==> src/aes_pkg.sv <==
// AES-128 package: S-box, round constants, round functions, FSM state type.
// No dependencies.
package aes_pkg;

    typedef enum logic [1:0] {
        ST_IDLE,
        ST_ROUND,
        ST_DONE
    } state_t;

    localparam logic [2:0] CFG_KEY_HIGH   = 3'd0;
    localparam logic [2:0] CFG_KEY_LOW    = 3'd1;
    localparam logic [2:0] CFG_IV_HIGH    = 3'd2;
    localparam logic [2:0] CFG_IV_LOW     = 3'd3;
    localparam logic [2:0] CFG_CHAIN_MODE = 3'd4;

    localparam int NUM_ROUNDS = 10;

    typedef struct packed {
        logic load;      // load state with input xor key 0, start round count
        logic step;      // run one round
        logic restart;   // clear round count
    } dp_cmd_t;

    typedef struct packed {
        logic last;      // current round is the final one
    } dp_sts_t;

    function automatic logic [7:0] sbox(input logic [7:0] a);
        logic [7:0] r;
        case (a)
            8'h00: r=8'h63; 8'h01: r=8'h7c; 8'h02: r=8'h77; 8'h03: r=8'h7b;
            8'h04: r=8'hf2; 8'h05: r=8'h6b; 8'h06: r=8'h6f; 8'h07: r=8'hc5;
            8'h08: r=8'h30; 8'h09: r=8'h01; 8'h0a: r=8'h67; 8'h0b: r=8'h2b;
            8'h0c: r=8'hfe; 8'h0d: r=8'hd7; 8'h0e: r=8'hab; 8'h0f: r=8'h76;
            8'h10: r=8'hca; 8'h11: r=8'h82; 8'h12: r=8'hc9; 8'h13: r=8'h7d;
            8'h14: r=8'hfa; 8'h15: r=8'h59; 8'h16: r=8'h47; 8'h17: r=8'hf0;
            8'h18: r=8'had; 8'h19: r=8'hd4; 8'h1a: r=8'ha2; 8'h1b: r=8'haf;
            8'h1c: r=8'h9c; 8'h1d: r=8'ha4; 8'h1e: r=8'h72; 8'h1f: r=8'hc0;
            8'h20: r=8'hb7; 8'h21: r=8'hfd; 8'h22: r=8'h93; 8'h23: r=8'h26;
            8'h24: r=8'h36; 8'h25: r=8'h3f; 8'h26: r=8'hf7; 8'h27: r=8'hcc;
            8'h28: r=8'h34; 8'h29: r=8'ha5; 8'h2a: r=8'he5; 8'h2b: r=8'hf1;
            8'h2c: r=8'h71; 8'h2d: r=8'hd8; 8'h2e: r=8'h31; 8'h2f: r=8'h15;
            8'h30: r=8'h04; 8'h31: r=8'hc7; 8'h32: r=8'h23; 8'h33: r=8'hc3;
            8'h34: r=8'h18; 8'h35: r=8'h96; 8'h36: r=8'h05; 8'h37: r=8'h9a;
            8'h38: r=8'h07; 8'h39: r=8'h12; 8'h3a: r=8'h80; 8'h3b: r=8'he2;
            8'h3c: r=8'heb; 8'h3d: r=8'h27; 8'h3e: r=8'hb2; 8'h3f: r=8'h75;
            8'h40: r=8'h09; 8'h41: r=8'h83; 8'h42: r=8'h2c; 8'h43: r=8'h1a;
            8'h44: r=8'h1b; 8'h45: r=8'h6e; 8'h46: r=8'h5a; 8'h47: r=8'ha0;
            8'h48: r=8'h52; 8'h49: r=8'h3b; 8'h4a: r=8'hd6; 8'h4b: r=8'hb3;
            8'h4c: r=8'h29; 8'h4d: r=8'he3; 8'h4e: r=8'h2f; 8'h4f: r=8'h84;
            8'h50: r=8'h53; 8'h51: r=8'hd1; 8'h52: r=8'h00; 8'h53: r=8'hed;
            8'h54: r=8'h20; 8'h55: r=8'hfc; 8'h56: r=8'hb1; 8'h57: r=8'h5b;
            8'h58: r=8'h6a; 8'h59: r=8'hcb; 8'h5a: r=8'hbe; 8'h5b: r=8'h39;
            8'h5c: r=8'h4a; 8'h5d: r=8'h4c; 8'h5e: r=8'h58; 8'h5f: r=8'hcf;
            8'h60: r=8'hd0; 8'h61: r=8'hef; 8'h62: r=8'haa; 8'h63: r=8'hfb;
            8'h64: r=8'h43; 8'h65: r=8'h4d; 8'h66: r=8'h33; 8'h67: r=8'h85;
            8'h68: r=8'h45; 8'h69: r=8'hf9; 8'h6a: r=8'h02; 8'h6b: r=8'h7f;
            8'h6c: r=8'h50; 8'h6d: r=8'h3c; 8'h6e: r=8'h9f; 8'h6f: r=8'ha8;
            8'h70: r=8'h51; 8'h71: r=8'ha3; 8'h72: r=8'h40; 8'h73: r=8'h8f;
            8'h74: r=8'h92; 8'h75: r=8'h9d; 8'h76: r=8'h38; 8'h77: r=8'hf5;
            8'h78: r=8'hbc; 8'h79: r=8'hb6; 8'h7a: r=8'hda; 8'h7b: r=8'h21;
            8'h7c: r=8'h10; 8'h7d: r=8'hff; 8'h7e: r=8'hf3; 8'h7f: r=8'hd2;
            8'h80: r=8'hcd; 8'h81: r=8'h0c; 8'h82: r=8'h13; 8'h83: r=8'hec;
            8'h84: r=8'h5f; 8'h85: r=8'h97; 8'h86: r=8'h44; 8'h87: r=8'h17;
            8'h88: r=8'hc4; 8'h89: r=8'ha7; 8'h8a: r=8'h7e; 8'h8b: r=8'h3d;
            8'h8c: r=8'h64; 8'h8d: r=8'h5d; 8'h8e: r=8'h19; 8'h8f: r=8'h73;
            8'h90: r=8'h60; 8'h91: r=8'h81; 8'h92: r=8'h4f; 8'h93: r=8'hdc;
            8'h94: r=8'h22; 8'h95: r=8'h2a; 8'h96: r=8'h90; 8'h97: r=8'h88;
            8'h98: r=8'h46; 8'h99: r=8'hee; 8'h9a: r=8'hb8; 8'h9b: r=8'h14;
            8'h9c: r=8'hde; 8'h9d: r=8'h5e; 8'h9e: r=8'h0b; 8'h9f: r=8'hdb;
            8'ha0: r=8'he0; 8'ha1: r=8'h32; 8'ha2: r=8'h3a; 8'ha3: r=8'h0a;
            8'ha4: r=8'h49; 8'ha5: r=8'h06; 8'ha6: r=8'h24; 8'ha7: r=8'h5c;
            8'ha8: r=8'hc2; 8'ha9: r=8'hd3; 8'haa: r=8'hac; 8'hab: r=8'h62;
            8'hac: r=8'h91; 8'had: r=8'h95; 8'hae: r=8'he4; 8'haf: r=8'h79;
            8'hb0: r=8'he7; 8'hb1: r=8'hc8; 8'hb2: r=8'h37; 8'hb3: r=8'h6d;
            8'hb4: r=8'h8d; 8'hb5: r=8'hd5; 8'hb6: r=8'h4e; 8'hb7: r=8'ha9;
            8'hb8: r=8'h6c; 8'hb9: r=8'h56; 8'hba: r=8'hf4; 8'hbb: r=8'hea;
            8'hbc: r=8'h65; 8'hbd: r=8'h7a; 8'hbe: r=8'hae; 8'hbf: r=8'h08;
            8'hc0: r=8'hba; 8'hc1: r=8'h78; 8'hc2: r=8'h25; 8'hc3: r=8'h2e;
            8'hc4: r=8'h1c; 8'hc5: r=8'ha6; 8'hc6: r=8'hb4; 8'hc7: r=8'hc6;
            8'hc8: r=8'he8; 8'hc9: r=8'hdd; 8'hca: r=8'h74; 8'hcb: r=8'h1f;
            8'hcc: r=8'h4b; 8'hcd: r=8'hbd; 8'hce: r=8'h8b; 8'hcf: r=8'h8a;
            8'hd0: r=8'h70; 8'hd1: r=8'h3e; 8'hd2: r=8'hb5; 8'hd3: r=8'h66;
            8'hd4: r=8'h48; 8'hd5: r=8'h03; 8'hd6: r=8'hf6; 8'hd7: r=8'h0e;
            8'hd8: r=8'h61; 8'hd9: r=8'h35; 8'hda: r=8'h57; 8'hdb: r=8'hb9;
            8'hdc: r=8'h86; 8'hdd: r=8'hc1; 8'hde: r=8'h1d; 8'hdf: r=8'h9e;
            8'he0: r=8'he1; 8'he1: r=8'hf8; 8'he2: r=8'h98; 8'he3: r=8'h11;
            8'he4: r=8'h69; 8'he5: r=8'hd9; 8'he6: r=8'h8e; 8'he7: r=8'h94;
            8'he8: r=8'h9b; 8'he9: r=8'h1e; 8'hea: r=8'h87; 8'heb: r=8'he9;
            8'hec: r=8'hce; 8'hed: r=8'h55; 8'hee: r=8'h28; 8'hef: r=8'hdf;
            8'hf0: r=8'h8c; 8'hf1: r=8'ha1; 8'hf2: r=8'h89; 8'hf3: r=8'h0d;
            8'hf4: r=8'hbf; 8'hf5: r=8'he6; 8'hf6: r=8'h42; 8'hf7: r=8'h68;
            8'hf8: r=8'h41; 8'hf9: r=8'h99; 8'hfa: r=8'h2d; 8'hfb: r=8'h0f;
            8'hfc: r=8'hb0; 8'hfd: r=8'h54; 8'hfe: r=8'hbb; 8'hff: r=8'h16;
            default: r = 8'h00;
        endcase
        return r;
    endfunction

    function automatic logic [7:0] xtime(input logic [7:0] a);
        return {a[6:0], 1'b0} ^ (a[7] ? 8'h1b : 8'h00);
    endfunction

    // Byte i of the block sits at bits 127-8i.
    function automatic logic [7:0] get_byte(input logic [127:0] s, input int i);
        return s[127 - 8*i -: 8];
    endfunction

    // SubBytes, ShiftRows and, unless last, MixColumns.
    function automatic logic [127:0] round_fn(input logic [127:0] s, input logic last);
        logic [7:0]   t [16];
        logic [127:0] o;
        logic [7:0]   a0, a1, a2, a3;
        for (int c = 0; c < 4; c++)
        begin
            for (int i = 0; i < 4; i++)
            begin
                t[i + 4*c] = sbox(get_byte(s, i + 4*((c + i) % 4)));
            end
        end
        for (int c = 0; c < 4; c++)
        begin
            a0 = t[4*c]; a1 = t[4*c+1]; a2 = t[4*c+2]; a3 = t[4*c+3];
            if (last)
            begin
                o[127 - 32*c -: 32] = {a0, a1, a2, a3};
            end
            else
            begin
                o[127 - 32*c -: 32] = {xtime(a0) ^ xtime(a1) ^ a1 ^ a2 ^ a3,
                                       a0 ^ xtime(a1) ^ xtime(a2) ^ a2 ^ a3,
                                       a0 ^ a1 ^ xtime(a2) ^ xtime(a3) ^ a3,
                                       xtime(a0) ^ a0 ^ a1 ^ a2 ^ xtime(a3)};
            end
        end
        return o;
    endfunction

    function automatic logic [31:0] sub_rot(input logic [31:0] w);
        return {sbox(w[23:16]), sbox(w[15:8]), sbox(w[7:0]), sbox(w[31:24])};
    endfunction

    function automatic logic [7:0] rcon(input logic [3:0] i);
        logic [7:0] r;
        case (i)
            4'd0: r = 8'h01; 4'd1: r = 8'h02; 4'd2: r = 8'h04; 4'd3: r = 8'h08;
            4'd4: r = 8'h10; 4'd5: r = 8'h20; 4'd6: r = 8'h40; 4'd7: r = 8'h80;
            4'd8: r = 8'h1b; 4'd9: r = 8'h36;
            default: r = 8'h00;
        endcase
        return r;
    endfunction

    // Next round key from the current one.
    function automatic logic [127:0] next_key(input logic [127:0] k, input logic [3:0] ri);
        logic [31:0] w0, w1, w2, w3;
        w0 = k[127:96] ^ sub_rot(k[31:0]) ^ {rcon(ri), 24'h0};
        w1 = k[95:64] ^ w0;
        w2 = k[63:32] ^ w1;
        w3 = k[31:0] ^ w2;
        return {w0, w1, w2, w3};
    endfunction

endpackage

==> src/aes_ctrl.sv <==
// AES round sequencer FSM.
// Depends on aes_pkg.
module aes_ctrl
(
    input  logic             clk,
    input  logic             rst_n,
    input  logic             in_valid,
    output logic             in_ready,
    output logic             out_valid,
    input  logic             out_ready,
    input  aes_pkg::dp_sts_t sts,
    output aes_pkg::dp_cmd_t cmd
);
    aes_pkg::state_t state_reg, state_next;

    always_ff @(posedge clk or negedge rst_n)
    begin
        if (!rst_n)
        begin
            state_reg <= aes_pkg::ST_IDLE;
        end
        else
        begin
            state_reg <= state_next;
        end
    end

    always_comb
    begin
        state_next = state_reg;
        case (state_reg)
            aes_pkg::ST_IDLE:  if (in_valid) state_next = aes_pkg::ST_ROUND;
            aes_pkg::ST_ROUND: if (sts.last) state_next = aes_pkg::ST_DONE;
            aes_pkg::ST_DONE:
            begin
                if (out_ready)
                begin
                    state_next = in_valid ? aes_pkg::ST_ROUND : aes_pkg::ST_IDLE;
                end
            end
            default: state_next = aes_pkg::ST_IDLE;
        endcase
    end

    // A new request is taken as the finished result leaves.
    always_comb
    begin
        in_ready  = 1'b0;
        out_valid = 1'b0;
        case (state_reg)
            aes_pkg::ST_IDLE:  in_ready = 1'b1;
            aes_pkg::ST_ROUND: in_ready = 1'b0;
            aes_pkg::ST_DONE:
            begin
                out_valid = 1'b1;
                in_ready  = out_ready;
            end
            default: in_ready = 1'b0;
        endcase
        cmd.load    = in_ready && in_valid;
        cmd.step    = (state_reg == aes_pkg::ST_ROUND);
        cmd.restart = 1'b0;
    end
endmodule

==> config.mk <==
export PLATFORM = sky130hd
export DESIGN_NAME = aes_ctrl
export DESIGN_NICKNAME = d
export VERILOG_FILES = /design/src/aes_pkg.sv /design/src/aes_ctrl.sv
export SDC_FILE = /design/constraint.sdc
export NUM_CORES = 1
export LEC_CHECK = 0
export ABC_AREA = 1
export BUFFER_PORTS_ARGS = -buffer_cell sky130_fd_sc_hd__buf_2
export CAP_MARGIN = 10
export CORE_AREA = 5 5 42 44
export DETAILED_ROUTE_END_ITERATION = 10
export DIE_AREA = 0 0 47 49
export PLACE_DENSITY_LB_ADDON = 0.12
export SKIP_LAST_GASP = 1
export SLEW_MARGIN = 20
export SYNTH_ARGS = -nofsm -noshare
export SYNTH_HDL_FRONTEND = slang
export SYNTH_SLANG_ARGS = --single-unit
==> constraint.sdc <==
create_clock -name clk -period 1.6 [get_ports clk]
set_input_delay 0.08 -clock clk [delete_from_list [all_inputs] [get_ports clk]]
set_output_delay 0.08 -clock clk [all_outputs]
set_load 0.05 [all_outputs]
Word-level counts from Yosys, hierarchy flattened. Cells that the tools add are included.

Flip-flop bits (word level): 2. Word-level logic and storage cells: 16. Output and inout port bits: 5.

Muxes and demuxes: 7. Reduce and logical (&&, ||, !) cells: 3. Equality and inequality tests: 5.

Operators with widths (number): 2-bit two-way mux (3); 2-bit inequality test, second input constant (3); 2-bit case mux with 3 select lines (1); 3-bit AND reduction (1); 2-bit by 1-bit equality test with 1-bit output, second input constant (1); 2-bit equality test, second input constant (1); 2-bit zero test (1); 1-bit two-way mux (2); 1-bit case mux with 2 select lines (1); 1-bit logical AND (1).

Logic depth before layout (Yosys ltp). Gate-level depths: netlist (run 1).

Word-level depth: 3. Mapped depth: 4.

Worst setup path before layout (run 1). Ideal clock, no wire load.

Kind: register to register. Start point: reg state_reg[0]. End point: reg state_reg[1]. Setup slack: 0.536 ns. Clock period less this slack: 1.064 ns. Stages on the path, launching flop included: 4. Data required time: 1.534 ns. Library setup time: 0.066 ns. Arrival time: 0.998 ns. Cells stage by stage: dfrtp_1 -> nor2_2 -> nand2_1 -> nand2_1.

Longest elaborated chain between the ends: 3.

RTL lines: start: declaration (line aes_ctrl.sv:14) `aes_pkg::state_t state_reg, state_next;`; start signal: assignment (line aes_ctrl.sv:20) `state_reg <= aes_pkg::ST_IDLE;`; start signal: assignment (line aes_ctrl.sv:24) `state_reg <= state_next;`; 2-bit by 1-bit equality test with 1-bit output (tied with other cells) (line aes_ctrl.sv:31) `case (state_reg)`; 2-bit inequality test (no source line); 3-bit AND reduction (no source line).

Parallel ways exist; a longest one is shown, timed or not. A chain may end at the register's enable or synchronous reset.

==> results.yml, run 1 <==
worst_hold_path:
  min_from: "sts"
  hold_class: "input port to flop"
die:
  ioPinCount: 10
  rows: 14
  fp.coreArea_um2: 1400
  start_util_pct: 9.64
  die_area_um2: 2300
  die_x_um: 47
  die_h_um: 49
finish:
  drive_above_1_share_pct: 45.2
  final_cell_mix: "buf_2, nand2_1, inv_1"
  fin_area_um2: 213
  largest_register_ffs: 2
  fillers: 181
  final_common_cell: "buf_2"
  antenna_cells: 0
  nNetsFinal: 38
  syn2layout_area_growth_pct: 57.4
run:
  max_cap_violations: 0
outcome:
  status: "completed"
clock_network:
  cts_tree: "yes"
  clk_latency_ps: 230
  clk_pin_slew_worst_paths_ps: 30
  clockRootBuffer: "clkbuf_4"
  htree_levels: 1
  postCtsSetupBuffers: 0
  clock_path_buffers: 2
  cts_made_buffers: 3
  cts.sinks: 2
synth:
  yosysSeqAreaShare_pct: 37.0
  yosys-top-cells-area: "dfrtp_1, nand2_1, inv_1, buf_4, nor2_2"
  ys_ff_latch: 2
  syn_nets: 26
  synth_top_area_share_pct: 37.0
  yosysUniqueCellTypes: 8
  syn_area_per_cell_um2: 6.43
  synth_top_area_cell: "dfrtp_1"
  netlist_area_um2: 135
  yosysWarnings: 0
  netlist_instances: 21
setup_path:
  r2r_start: "state_reg[1]"
  cp.required_ps: 1520
  slowest_delay_ps: 390
  crit_chain: "nand2_1, nand3_1, inv_1, buf_2"
  startpoint: "state_reg[1]"
  start_kind: "flop"
  path_class: "flop to primary output"
  crit_path_end_kind: "primary output"
  worst_path_max_delay_cell: "dfrtp_1"
  path_max_fanout: 3
  cp_top_family: "flip-flops"
  cp.buffers_inverters: 2
  arrival_ps: 1110
drt:
  drc: 0
  drt_iter0_markers: 0
  via_per_inst: 2.98
  routedWlPerCell_um: 7.36
  vias: 140
  final_antenna_net_count: 0
  routed_wirelength_um: 346
  drtPass1Iterations: 1
global_routing:
  grt_use_total_pct: 4.44
  grt_pass1_vias: 148
  grt_pass1_wl_um: 572
  grt_max_degree: 4
  grt-ovfl-total: 0
  antenna_found_initial: 0
placement:
  numPortBuffers: 8
  dpl_cell_area_um2: 180
  gp_congestion: 0.682
  post-dp-hpwl_um: 274
  dp_slack_ps: 631
power_and_ir_drop:
  pwr_density_cell_nw_per_um2: 2090
  vdd_drop_max_uv: 426
  p_leak_uw: 0.000136
timing:
  fin_hold_ws_ps: 72.9
  maxSlewViolCount: 0
  rsz0062_at_grt: "no"
  fin_skew_ps: 2.44
  setup_tns_ps: 0
  fin_ws_ps: 414
  hold_viol: 0
  setup_viol: 0
  period_needed_ps: 1190
  finalCritPeriodShare_pct: 74.1
  clock.fmax_mhz: 843
-- synth_stat cells, drive strengths merged --
cell type and n:
dfrtp 2, conb 1, nand3 1, nor2 2, nand2 7, inv 6
buf 2
-- final timing paths --
check	to	slack, ps	depth (start not counted)
worst max-delay path	cmd[2]	410	4
worst min-delay path	state_reg[1]	70	3
worst max register to register	state_reg[1]	880	3
worst min register to register	state_reg[1]	550	3
max in group asynchronous	state_reg[1]	1330	2
min in group asynchronous	state_reg[0]	170	2
-- where the power goes --
part | switching, uW | total (uW) | leakage (uW) | internal (uW)
sequential | 15.4 | 84.9 | 0.0000253 | 69.5
combinational | 193 | 247 | 0.0000971 | 53.5
clock | 29.3 | 112 | 0.0000138 | 82.8
total | 238 | 444 | 0.000136 | 206
-- timing repair --
action	CTS	global route
endpoints found under the hold margin	2	0
hold buffers	1	0
gates resized for setup	0	0
-- metal layers --
metal	wire length (um)	global-route usage, %	share of wire [%]
met4	31	8.29	9.0
met5	0	0	0
met1	134	3.30	39
met3	47	3.69	14
met2	132	4.52	38
-- through the flow --
stage | utilization (%) | power [uW] | instances
floorplan | - | 301 | 21
global placement | 12.9 | 337 | 43
detailed placement | 12.9 | 336 | 43
CTS | 15.2 | 458 | 47
global route | 15.2 | 482 | 47
finish | 15.2 | 444 | 47
-- area by class of cell --
| type | count | area, um^2 | area share [%] |
|---|---|---|---|
| Timing Repair Buffer | 9 | 50.0 | 23.5 |
| Tap cell | 16 | 20.0 | 9.41 |
| Sequential cell | 2 | 50.0 | 23.5 |
| Clock buffer | 3 | 22.5 | 10.6 |
| Multi-Input combinational cell | 11 | 47.5 | 22.4 |
| Inverter | 6 | 22.5 | 10.6 |
-- cell families after synthesis --
family | Yosys count | synth area share [%]
buffers and inverters | 8 | 27.8
flip-flops | 2 | 37.0
other | 1 | 2.78
AND/OR/NAND/NOR | 10 | 32.4
-- worst min-delay path, cell delays in order --
cell     delay [ps]
buf_2            90
nand2_1          50
nand2_1          50
(Power assumes the default switching activity.)
==> run 2: changes to the inputs <==
Settings changed: ABC_AREA 1 to 0.
Clock period 1.6 ns to 1.2 ns, I/O delays scaled along.
==> results.yml, run 2 <==
worst_hold_path:
  hold_path_depth: 2
  hold_class: "input port to flop"
  min_from: "sts"
  min_to: "state_reg[1]"
global_routing:
  antenna_found_initial: 0
  grt_max_degree: 6
  grt_pass1_vias: 143
  grt_pass1_wl_um: 600
  grt_use_total_pct: 4.65
  grt-ovfl-total: 0
finish:
  antenna_cells: 0
  fin_util_pct: 18.7
  nNetsFinal: 32
  final_cells: 41
  final_cell_mix: "clkbuf_4, buf_2, nor2_4, inv_1"
  largest_register_ffs: 2
  syn2layout_area_growth_pct: 88.3
  drive_above_1_share_pct: 68.0
  final_common_cell: "clkbuf_4"
synth:
  synth_top_area_share_pct: 36.0
  async_flop_share_pct: 100
  ys_ff_latch: 2
  ys.flop_type: "dfrtp_1"
  synth-edff-count: 0
  yosys-top-cells-area: "dfrtp_1, buf_4, nor2b_4, and2b_4, a22o_1"
  netlist_area_um2: 139
  synthTopCellsByCount: "buf_4, dfrtp_1, inv_1, nor2_1"
  netlist_instances: 15
  yosysUniqueCellTypes: 11
  synth_top_area_cell: "dfrtp_1"
  yosysWarnings: 0
  yosysSeqAreaShare_pct: 36.0
  syn_nets: 20
  syn_area_per_cell_um2: 9.26
clock_network:
  postCtsSetupBuffers: 0
  clockRootBuffer: "clkbuf_4"
  clk_pin_slew_worst_paths_ps: 30
  htree_levels: 1
  clock_path_buffers: 2
  cts.sinks: 2
  cts_tree: "yes"
  clk_latency_ps: 230
  cts_made_buffers: 3
run:
  max_cap_violations: 0
die:
  fp.coreArea_um2: 1400
  rows: 14
  die_area_um2: 2300
  ioPinCount: 10
  die_h_um: 49
  start_util_pct: 9.91
  die_x_um: 47
setup_path:
  start_kind: "flop"
  worst-path-stages: 3
  reg2reg_slack_ps: 280
  r2r_start: "state_reg[0]"
  path_class: "flop to primary output"
  slowest_delay_ps: 430
  cp.buffers_inverters: 1
  r2r_end: "state_reg[1]"
  path_max_fanout: 5
  crit_chain: "nand2b_4, nor2_4, buf_8"
  crit_path_end_kind: "primary output"
  cp.required_ps: 1140
  r2r_cells: 2
  worst_path_max_delay_cell: "dfrtp_2"
  arrival_ps: 1090
  cp_top_family: "flip-flops"
drt:
  drc: 0
  drt_iter0_markers: 2
  routedWlPerCell_um: 8.93
  vias: 134
  final_antenna_net_count: 0
  routed_wirelength_um: 366
  drtPass1Iterations: 2
  via_per_inst: 3.27
timing:
  period_needed_ps: 1150
  setup_viol: 0
  maxSlewViolCount: 0
  fin_skew_ps: 0.589
  rsz0062_at_grt: "yes"
  finalCritPeriodShare_pct: 95.5
  hold_viol: 0
  clock.fmax_mhz: 872
power_and_ir_drop:
  pwr_density_cell_nw_per_um2: 2750
  p_leak_uw: 0.000129
  vdd_drop_max_uv: 732
placement:
  placedCellCount: 37
  numPortBuffers: 8
  gp_congestion: 0.636
outcome:
  status: "completed"
run 2: cell count changes in the layout (fill, tap and decap cells not counted), sizes merged, moves of 2 or more:
cell    before  now
clkbuf       3    5
buf          8    6
and2b        0    2
nand2        7    0
inv          6    2
run 2: layout make-up:
type | count | area [um^2]
Multi-Input combinational cell | 9 | 88.8
Inverter | 2 | 7.51
Sequential cell | 2 | 51.3
Timing Repair Buffer | 9 | 71.3
Clock buffer | 3 | 22.5
Tap cell | 16 | 20.0
Fill cell | 164 | 1140
run 2: kinds of logic (layout without fill, tap and decap cells):
| family | Yosys count | count (layout) | share of synthesized area [%] |
|---|---|---|---|
| buf+inv | 4 | 14 | 16.2 |
| compound gates | 2 | 2 | 12.6 |
| other cells | 1 | 1 | 2.70 |
| flops | 2 | 2 | 36.0 |
| simple gates | 6 | 6 | 32.4 |
run 2: worst reg2reg max path, cell delays in order (launching register included):
cell and delay, ps:
dfrtp_2 430, nor2b_4 150, a22o_1 220
run 2: repair_timing:
action	4_1_cts	5_1_grt
endpoints found under the hold margin	2	0
setup endpoints to repair	2	4
pin swaps	0	1
gates cloned	0	0
hold buffers	1	0
gates resized for setup	2	9
run 2: worst max-delay path by stage:
| stage | from | end | slack (ps) |
|---|---|---|---|
| floorplan | state_reg[1] | cmd[2] | 120 |
| global placement | state_reg[1] | cmd[2] | 190 |
| detailed placement | state_reg[1] | cmd[2] | 190 |
| CTS | state_reg[1] | cmd[2] | -3 |
| global route | state_reg[0] | cmd[2] | -20 |
| finish | state_reg[0] | cmd[2] | 50 |
run 2: routing by layer:
layer  share of wire (%)  wire [um]  global-route usage, %
met1                  42        155                   4.84
met2                  37        135                   3.62
met3                  15         55                   3.69
met4                 5.5         20                   8.29
met5                   0          0                      0
run 2: where the power goes:
part | leakage [uW] | internal, uW | switching [uW]
registers | 0.0000242 | 95.1 | 36.1
clock network | 0.0000138 | 111 | 40.9
logic | 0.0000911 | 176 | 260
run 2: through the flow:
stage	cell area, um^2	TNS, ps	worst slack (ps)	total power (uW)	hold slack [ps]
floorplan	144	0	122	428	-236
global placement	189	0	187	478	-156
detailed placement	189	0	189	476	-153
CTS	226	-2.58	-2.58	654	73.0
global route	262	-45.3	-15.7	785	76.9
finish	262	0	53.5	718	82.1
